File: src/rtl/wpng_pkg.sv
// ----------------------------------------------------------------------------
// wpng_pkg
// Shared types and constants for the word phrase n-gram generator.
// ----------------------------------------------------------------------------
package wpng_pkg;

  // Field widths
  localparam int TOK_W   = 8;
  localparam int TAG_W   = 8;
  localparam int WORDS_W = 5;
  localparam int CHARS_W = 12;
  localparam int MNC_W   = 10;
  localparam int CFG_W   = 12;
  localparam int IDX_W   = 2;

  // Saturation limits of the result fields
  localparam logic [CHARS_W-1:0] CHARS_MAX = '1;
  localparam logic [WORDS_W-1:0] WORDS_MAX = '1;

  // Parameter defaults
  localparam int WINDOW_DEPTH_DEF    = 16;
  localparam int MAX_TOKEN_CHARS_DEF = 255;

  // Register reset values
  localparam logic [WORDS_W-1:0] MIN_WORDS_RST = 5'd1;
  localparam logic [WORDS_W-1:0] MAX_WORDS_RST = 5'd2;

  // Register indexes
  typedef enum logic [IDX_W-1:0] {
    REG_MIN_WORDS = 2'd0,
    REG_MAX_WORDS = 2'd1,
    REG_MIN_CHARS = 2'd2,
    REG_MAX_CHARS = 2'd3
  } reg_idx_t;

  // Sequencer states
  typedef enum logic [1:0] {
    ST_IDLE,
    ST_WALK,
    ST_FLUSH
  } state_t;

  // Control shared by every window cell
  typedef struct packed {
    logic shift;  // take a new word in: hold and scan both load from the left
    logic step;   // walk one word: scan loads from the right
  } cell_ctl_t;

endpackage

File: src/rtl/wpng_cell.sv
// ----------------------------------------------------------------------------
// wpng_cell
// One window entry: a held word length and a scan copy used by the walk.
// ----------------------------------------------------------------------------
module wpng_cell
  import wpng_pkg::*;
(
  input  logic             clk,
  input  cell_ctl_t        ctl,
  input  logic [TOK_W-1:0] hold_in,   // left neighbor (newer word)
  input  logic [TOK_W-1:0] scan_in,   // right neighbor (older word)
  output logic [TOK_W-1:0] hold_out,
  output logic [TOK_W-1:0] scan_out
);

  logic [TOK_W-1:0] hold;
  logic [TOK_W-1:0] scan;

  // Window shift on a new item; scan copy follows the updated window and loads from the right on a walk step
  always_ff @(posedge clk) begin
    if (ctl.shift) begin
      hold <= hold_in;
      scan <= hold_in;
    end else if (ctl.step) begin
      scan <= scan_in;
    end
  end

  assign hold_out = hold;
  assign scan_out = scan;

endmodule

File: src/rtl/word_phrase_ngram_generator.sv
// ----------------------------------------------------------------------------
// word_phrase_ngram_generator
// Each item shifts into the window and starts a walk; a new item is taken
//   only once the walk and the flush of the last one are done.
// The walk moves one word a cycle through the scan chain of the cells and
//   ends at the held words or at the first phrase that stops it.
// Output stalls hold the walk where a result cannot be handed on.
// Reset: synchronous; empties the window and loads register defaults.
// ----------------------------------------------------------------------------
module word_phrase_ngram_generator
  import wpng_pkg::*;
#(
  parameter int WINDOW_DEPTH    = WINDOW_DEPTH_DEF,
  parameter int MAX_TOKEN_CHARS = MAX_TOKEN_CHARS_DEF
) (
  input  logic               clk,
  input  logic               rst,
  // configuration
  input  logic               cfg_write,
  input  logic [IDX_W-1:0]   cfg_index,
  input  logic [CFG_W-1:0]   cfg_data,
  // input items
  input  logic               in_valid,
  output logic               in_ready,
  input  logic [TOK_W-1:0]   token_length,
  input  logic               start_doc,
  input  logic [TAG_W-1:0]   prefix_tag,
  // result items
  output logic               out_valid,
  input  logic               out_ready,
  output logic [WORDS_W-1:0] phrase_words,
  output logic [CHARS_W-1:0] phrase_chars,
  output logic [TAG_W-1:0]   out_prefix_tag,
  output logic               last
);

  localparam int CNT_W = $clog2(WINDOW_DEPTH + 1);
  localparam int LEN_W = $clog2(WINDOW_DEPTH * (2 ** TOK_W) + 1);
  localparam int CMP_W = 32;

  // Configuration registers
  logic [WORDS_W-1:0] words_floor;
  logic [WORDS_W-1:0] words_cap;
  logic [MNC_W-1:0]   chars_floor;
  logic [CHARS_W-1:0] chars_cap;

  always_ff @(posedge clk) begin
    if (rst) begin
      words_floor <= MIN_WORDS_RST;
      words_cap   <= MAX_WORDS_RST;
      chars_floor <= '0;
      chars_cap   <= '0;
    end else if (cfg_write) begin
      case (reg_idx_t'(cfg_index))
        REG_MIN_WORDS: words_floor <= cfg_data[WORDS_W-1:0];
        REG_MAX_WORDS: words_cap   <= cfg_data[WORDS_W-1:0];
        REG_MIN_CHARS: chars_floor <= cfg_data[MNC_W-1:0];
        REG_MAX_CHARS: chars_cap   <= cfg_data[CHARS_W-1:0];
        default: ;
      endcase
    end
  end

  // Control state
  state_t             state, state_next;
  logic [CNT_W-1:0]   words_held, words_held_next;
  logic [CNT_W-1:0]   walk_idx, walk_idx_next;
  logic [LEN_W-1:0]   len_acc, len_acc_next;
  logic [TAG_W-1:0]   tag;
  logic               pend_valid, pend_valid_next;
  logic [WORDS_W-1:0] pend_words, pend_words_next;
  logic [CHARS_W-1:0] pend_chars, pend_chars_next;
  logic               push, push_last;
  cell_ctl_t          ctl;

  // Window chain
  logic [TOK_W-1:0] hold_q [WINDOW_DEPTH];
  logic [TOK_W-1:0] scan_q [WINDOW_DEPTH];
  logic [TOK_W-1:0] tok_clamped;

  assign tok_clamped = (CMP_W'(token_length) > CMP_W'(MAX_TOKEN_CHARS))
                       ? TOK_W'(MAX_TOKEN_CHARS) : token_length;

  genvar g;
  generate
    for (g = 0; g < WINDOW_DEPTH; g++) begin : g_cell
      logic [TOK_W-1:0] left_w;
      logic [TOK_W-1:0] right_w;
      if (g == 0) begin : g_head
        assign left_w = tok_clamped;
      end else begin : g_body
        assign left_w = hold_q[g-1];
      end
      if (g == WINDOW_DEPTH - 1) begin : g_tail
        assign right_w = '0;
      end else begin : g_mid
        assign right_w = scan_q[g+1];
      end
      wpng_cell u_cell (
        .clk      (clk),
        .ctl      (ctl),
        .hold_in  (left_w),
        .scan_in  (right_w),
        .hold_out (hold_q[g]),
        .scan_out (scan_q[g])
      );
    end
  endgenerate

  // Window limit and new fill count
  logic [MNC_W-1:0] lim_raw;
  logic [CNT_W-1:0] lim_c;
  logic [CNT_W-1:0] held0;
  logic [CNT_W-1:0] keep;

  always_comb begin
    lim_raw = (chars_floor != '0) ? chars_floor : MNC_W'(words_cap);
    if (CMP_W'(lim_raw) > CMP_W'(WINDOW_DEPTH)) lim_c = CNT_W'(WINDOW_DEPTH);
    else                                          lim_c = CNT_W'(lim_raw);
    if (lim_c == '0) lim_c = CNT_W'(1);
    held0 = start_doc ? '0 : words_held;
    keep  = (held0 > lim_c - CNT_W'(1)) ? lim_c - CNT_W'(1) : held0;
  end

  // One walk step: phrase ending at the newest word, walk_idx+1 words long
  logic [CNT_W-1:0] step_words;
  logic [LEN_W-1:0] step_len;
  logic             stop_max, stop_words, stop, emit;
  logic             out_free;

  always_comb begin
    step_words = walk_idx + CNT_W'(1);
    step_len   = len_acc + LEN_W'(scan_q[0]) + LEN_W'(walk_idx != '0);
    stop_max   = (chars_cap != '0) &&
                 (CMP_W'(step_len) > CMP_W'(chars_cap));
    stop_words = (CMP_W'(step_words) > CMP_W'(words_cap)) &&
                 ((chars_floor == '0) ||
                  (CMP_W'(step_len) > CMP_W'(chars_floor)));
    stop       = stop_max || stop_words;
    emit       = !stop && (CMP_W'(step_words) >= CMP_W'(words_floor));
    out_free   = !out_valid || out_ready;
  end

  // Sequencer: next state and controls
  always_comb begin
    state_next      = state;
    words_held_next = words_held;
    walk_idx_next   = walk_idx;
    len_acc_next    = len_acc;
    pend_valid_next = pend_valid;
    pend_words_next = pend_words;
    pend_chars_next = pend_chars;
    push            = 1'b0;
    push_last       = 1'b0;
    ctl             = '0;
    in_ready        = 1'b0;
    case (state)
      ST_IDLE: begin
        in_ready = 1'b1;
        if (in_valid) begin
          ctl.shift       = 1'b1;
          words_held_next = keep + CNT_W'(1);
          walk_idx_next   = '0;
          len_acc_next    = '0;
          state_next      = ST_WALK;
        end
      end
      ST_WALK: begin
        // a second phrase found while one waits needs the output register
        if (!(emit && pend_valid && !out_free)) begin
          if (stop) begin
            state_next = ST_FLUSH;
          end else begin
            if (emit) begin
              push            = pend_valid;
              pend_valid_next = 1'b1;
              pend_words_next = (CMP_W'(step_words) > CMP_W'(WORDS_MAX))
                                ? WORDS_MAX : WORDS_W'(step_words);
              pend_chars_next = (CMP_W'(step_len) > CMP_W'(CHARS_MAX))
                                ? CHARS_MAX : CHARS_W'(step_len);
            end
            ctl.step      = 1'b1;
            len_acc_next  = step_len;
            walk_idx_next = step_words;
            if (step_words == words_held) state_next = ST_FLUSH;
          end
        end
      end
      ST_FLUSH: begin
        // the phrase still held is the final one of this item
        if (!pend_valid) begin
          state_next = ST_IDLE;
        end else if (out_free) begin
          push            = 1'b1;
          push_last       = 1'b1;
          pend_valid_next = 1'b0;
          state_next      = ST_IDLE;
        end
      end
      default: state_next = ST_IDLE;
    endcase
  end

  // Control registers
  always_ff @(posedge clk) begin
    if (rst) begin
      state      <= ST_IDLE;
      words_held <= '0;
      pend_valid <= 1'b0;
      out_valid  <= 1'b0;
    end else begin
      state      <= state_next;
      words_held <= words_held_next;
      pend_valid <= pend_valid_next;
      if (push)           out_valid <= 1'b1;
      else if (out_ready) out_valid <= 1'b0;
    end
  end

  // Walk and result payload
  always_ff @(posedge clk) begin
    walk_idx   <= walk_idx_next;
    len_acc    <= len_acc_next;
    pend_words <= pend_words_next;
    pend_chars <= pend_chars_next;
    if (in_valid && in_ready) tag <= prefix_tag;
    if (push) begin
      phrase_words   <= pend_words;
      phrase_chars   <= pend_chars;
      out_prefix_tag <= tag;
      last           <= push_last;
    end
  end

  // Checks
  a_idle_no_pend: assert property (@(posedge clk) disable iff (rst)
    in_ready |-> !pend_valid)
    else $error("pending phrase left over when a new item is taken");

  a_held_nonzero: assert property (@(posedge clk) disable iff (rst)
    in_valid && in_ready |=> (words_held != '0) &&
      (CMP_W'(words_held) <= CMP_W'(WINDOW_DEPTH)))
    else $error("window fill count out of range after an item");

  a_walk_bound: assert property (@(posedge clk) disable iff (rst)
    state == ST_WALK |-> walk_idx < words_held)
    else $error("walk ran past the held words");

  a_push_free: assert property (@(posedge clk) disable iff (rst)
    push |-> out_free && pend_valid)
    else $error("result pushed into a busy output register");

  a_pend_words: assert property (@(posedge clk) disable iff (rst)
    pend_valid |-> pend_words != '0)
    else $error("pending phrase with no words");

endmodule
File: config.mk
export PLATFORM = sky130hd
export DESIGN_NAME = word_phrase_ngram_generator
export DESIGN_NICKNAME = d
export VERILOG_FILES = /design/src/rtl/wpng_pkg.sv /design/src/rtl/wpng_cell.sv /design/src/rtl/word_phrase_ngram_generator.sv
export SDC_FILE = /design/constraint.sdc
export NUM_CORES = 1
export LEC_CHECK = 0
export ABC_AREA = 1
export BUFFER_PORTS_ARGS = -buffer_cell sky130_fd_sc_hd__buf_4
export CAP_MARGIN = 20
export CORE_AREA = 2 2 226 228
export CTS_BUF_LIST = sky130_fd_sc_hd__clkbuf_4 sky130_fd_sc_hd__clkbuf_8
export DETAILED_ROUTE_END_ITERATION = 10
export DIE_AREA = 0 0 228 230
export HOLD_SLACK_MARGIN = 0.1
export PLACE_DENSITY = 0.5
export SLEW_MARGIN = 20
export SYNTH_ARGS = -nofsm -noshare
export SYNTH_HDL_FRONTEND = slang
export SYNTH_SLANG_ARGS = --single-unit
File: constraint.sdc
create_clock -name clk -period 18.25 [get_ports clk]
set_input_delay 0.9125 -clock clk [delete_from_list [all_inputs] [get_ports clk]]
set_output_delay 0.9125 -clock clk [all_outputs]
set_load 0.1 [all_outputs]
==> key figures <==
Run status
  – Run status: complete, no violations

Layout
  – Fin nets: ~1500
  – Share of post-route cells with drive strength above 1: about an eighth
  – Synthesis-to-finish area growth: 17.0%

Detailed routing
  – Post-DR wirelength/cell: 13.8 um
  – Via count normalized by instance count: between 4 and 5
  – Number of vias after detailed routing: 9314
  – Number of DRC violations after detailed-routing iteration 0: 648
  – Count of antenna-violating nets left after detailed routing: 0
  – Router iterations before antenna repair: 6
  – Number of design rule violations left after detail routing: 0
  – DRT Wirelength: between 20000 and 30000 um

STA
  – Peak clock frequency supported by timing: between 150 and 200 MHz
  – Transition time at the pin with the least slew margin: 1070 ps
  – Final-report max-slew violation count: 0
  – Relative slew slack: ~29%
  – Final hold violations: 0
  – Final Skew: around 26 ps
  – RSZ-0062 raised after global routing: no
  – Final period utilization: between 30% and 40%
  – Min Clock Period, post-route: slightly above 6000 ps
  – Setup TNS Final: 0 ps
  – Final count of negative-setup-slack endpoints: 0
  – Worst Hold Slack: 416 ps

Global route
  – Number of global-route vias before repair: 9283
  – Wire length of the first global-routing pass: 48600 um
  – Largest net degree at the start of global routing: 170
  – GRT Residual Overflow: 0
  – Overall routing resource usage: around 11%
  – Number of antenna violations at the first check in global routing: 1

Worst hold path
  – Startpoint of the worst hold path: pend_chars[11]
  – Worst hold-check path type: flop to flop
  – Cell depth of the worst hold path: 0
  – End point of the most critical hold path: phrase_chars[11]

CTS
  – Clk sinks: ~360
  – Clock Path Buffers: 3
  – Post CTS Setup Buffer Count: 0
  – Count of H-tree levels built during CTS: 3
  – Skew-Pair Late Insertion Delay: around 620 ps
  – Count of hold buffers inserted by post-cts repair: 0
  – Clock transition at the registers of the reported paths: approximately 60 ps
  – Number of cells upsized or downsized after cts: 0
  – Clock tree from TritonCTS: built
  – Buffer cell driving the clock tree root: sky130_fd_sc_hd__clkbuf_8
  – TritonCTS buffer count: 66

Floorplanning
  – # IOs: 64
  – Overall die height: around 230 um
  – Total die area: between 50000 and 60000 um^2
  – Effective utilization at floorplan: between 20% and 30%
  – Area of the core: 49900 um^2
  – Die Width: 228 um
  – Total number of placement rows: 82

Worst setup path
  – Maximum single-stage delay on the critical path: between 600 and 700 ps
  – Reg2Reg Depth: 28
  – Setup CP Type: flop to flop
  – Reg-to-reg slack, setup: around 12000 ps
  – Worst flop-to-flop path endpoint: g_cell[15].u_cell.scan_out[2]
  – Endpoint arrival time on the critical path: around 6300 ps
  – Worst R2R Start: walk_idx[0]
  – Capturing element type of the critical path: flop
  – Maximum net fanout on the critical path: 80
  – Required time at the endpoint of the critical path: 18480 ps
  – Critical-path cell with the highest stage delay: sky130_fd_sc_hd__buf_4
  – Worst Setup Start Kind: flop
  – Top cell by count, worst path: sky130_fd_sc_hd__nand2_1

Job
  – # Max-Cap Violations: 0

Yosys
  – Distinct cell type count after synthesis: 39
  – Instance count of the mapped netlist: roughly 1300
  – Top-area cell type share of the netlist area: between 60 and 70%
  – Sequential fraction of the synthesis area: a little over two thirds
  – Most frequent cells after synthesis: sky130_fd_sc_hd__nand2_1, sky130_fd_sc_hd__edfxtp_1, sky130_fd_sc_hd__inv_1, sky130_fd_sc_hd__nor2_1, sky130_fd_sc_hd__a21oi_1
  – Number of flip-flops and latches in the synthesized netlist: 358
  – Post-synthesis average cell area: about 11 um^2
  – Most common cell in the netlist: sky130_fd_sc_hd__nand2_1
  – Fraction of synthesis flops using an asynchronous set or reset pin: 0%
  – Netlist area before placement: about 15000 um^2
  – Post-synth EDFFs: 317
  – Cell taking the most area after synthesis: sky130_fd_sc_hd__edfxtp_1
  – Synthesized Nets: 1410
  – Most instantiated flip-flop cell in the synthesis netlist: sky130_fd_sc_hd__edfxtp_1
  – Dominant cells by area after synthesis: sky130_fd_sc_hd__edfxtp_1, sky130_fd_sc_hd__nand2_1, sky130_fd_sc_hd__dfxtp_1
  – Total of warnings raised by yosys: 0

Pwr
  – Power density over cell area: 189 nW/um^2
  – Worst VDD drop: 0.0830 mV
  – Internal cell power: between 2000 and 2500 uW
  – Leakage: 0.00702 uW
  – Power share of the combinational group: 33.0%
  – Switching share of total power: a little over a third
  – Sequential group share of total power: between 40% and 50%
  – Switching Power: 1190 uW
  – Part of the power in the clock network: roughly 23%

Placed design
  – Last weighted congestion value of the routability-driven placer: slightly above 0.8
  – Port-buffer cells: 63
  – Total half-perimeter wirelength after legalization and detailed placement: between 15000 and 20000 um
## state kept, by name, summed over array words and instances, names as in the netlist
| signal | count |
|---|---|
| out_prefix_tag | 8 |
| phrase_words | 5 |
| g_cell.u_cell.scan_out | 128 |
| pend_words | 5 |
| chars_cap | 12 |
| words_held | 5 |
| state | 2 |
| len_acc | 13 |
| pend_chars | 12 |
| last | 1 |
| walk_idx | 5 |
| chars_floor | 10 |
| out_valid | 1 |
| words_cap | 5 |
| g_cell.u_cell.hold_out | 120 |
| words_floor | 5 |
| phrase_chars | 12 |
| tag | 8 |
| pend_valid | 1 |
## how the worst max path moves through the flow
stage	slack (ps)	endpoint	cells after the start	startpoint
2_1_floorplan	5110	g_cell[0].u_cell.scan_out[0]	26	walk_idx[0]
3_3_place_gp	12150	g_cell[15].u_cell.scan_out[2]	28	walk_idx[0]
5_1_grt	11730	g_cell[13].u_cell.scan_out[7]	28	walk_idx[0]
3_5_place_dp	12030	g_cell[13].u_cell.scan_out[3]	28	walk_idx[0]
4_1_cts	11980	g_cell[14].u_cell.scan_out[2]	28	walk_idx[0]
6_report	12220	g_cell[15].u_cell.scan_out[2]	28	walk_idx[0]
## placed cells by master (no fill, tap or decap), types with 2 or more instances in the layout
cell type	instances
sky130_fd_sc_hd__inv_1	117
sky130_fd_sc_hd__clkinv_1	14
sky130_fd_sc_hd__o211ai_1	6
sky130_fd_sc_hd__nand3b_1	2
sky130_fd_sc_hd__clkinv_2	3
sky130_fd_sc_hd__nand4_1	10
sky130_fd_sc_hd__buf_4	68
sky130_fd_sc_hd__edfxtp_1	317
sky130_fd_sc_hd__fa_1	2
sky130_fd_sc_hd__xor2_1	8
sky130_fd_sc_hd__o21a_1	3
sky130_fd_sc_hd__ha_1	51
sky130_fd_sc_hd__nor3_1	9
sky130_fd_sc_hd__clkbuf_4	19
sky130_fd_sc_hd__nand3_1	36
sky130_fd_sc_hd__nand2_1	479
sky130_fd_sc_hd__inv_2	3
sky130_fd_sc_hd__inv_6	2
sky130_fd_sc_hd__o21ai_0	45
sky130_fd_sc_hd__dfxtp_1	41
sky130_fd_sc_hd__clkinvlp_4	5
sky130_fd_sc_hd__xnor2_1	4
sky130_fd_sc_hd__nor2_2	3
sky130_fd_sc_hd__nor3_2	2
sky130_fd_sc_hd__a21oi_1	53
sky130_fd_sc_hd__clkbuf_8	69
sky130_fd_sc_hd__nor2_1	57
sky130_fd_sc_hd__nand3_2	4
sky130_fd_sc_hd__bufinv_16	2
sky130_fd_sc_hd__nor4_1	5
sky130_fd_sc_hd__nand2_2	8
## final cells by class
class	count	area, um^2
multi-input combinational	803	3960
sequential	358	10300
antenna	1	2.50
timing repair buffer	69	522
tap	672	841
clock inverter	24	175
fill	5060	32500
clock buffer	88	1090
inverter	123	469
## cell families (layout without fill, tap and decap cells)
| logic type | count (synthesis) | after routing | share of synthesized area (%) |
|---|---|---|---|
| AOI/OAI and AO/OA | 117 | 117 | 4.22 |
| xor gates and xnor gates | 12 | 12 | 0.707 |
| and+or+nand+nor | 621 | 621 | 16.9 |
| DFF | 358 | 358 | 69.5 |
| adders and majority gates | 53 | 53 | 4.56 |
| buffers and inverters | 160 | 304 | 4.04 |
| other | 0 | 1 | 0 |
## critical path, delay by kind of cell, from the launching register on
family                     cells  cell delay [ps]
AOI/OAI and AO/OA              3              610
and+or+nand+nor               15             1190
DFF                            1              500
adders and majority gates      4             1340
xor gates and xnor gates       1              340
buffers and inverters          5             1540
## per-layer routing
metal / track usage [%] / share of wire (%) / vias to the layer above
li1: - / - / 4652
met1: 15.3 / 48 / 4450
met2: 17.4 / 45 / 156
met3: 2.93 / 4.7 / 56
met4: 5.56 / 2.6 / 0
met5: 0 / 0 / -
## power by group through the flow
stage	logic, uW	clock network (uW)	registers, uW
3_3_place_gp	1090	0	1470
2_1_floorplan	796	0	1510
6_report	1080	749	1450
5_1_grt	1260	821	1490
3_5_place_dp	1100	0	1470
4_1_cts	1100	784	1460
## through the flow
step	instance area (um^2)	worst slack (ps)	power (uW)	instances	util [%]
floorplan	14900	5110	2300	1321	-
global placement	16100	12150	2560	2025	32.3
detailed placement	16100	12030	2560	2025	32.3
CTS	17400	11980	3350	2137	34.9
global route	17400	11730	3570	2138	34.9
finish	17400	12220	3280	2138	34.9
No activity file was read; power rests on OpenSTA's default activity.
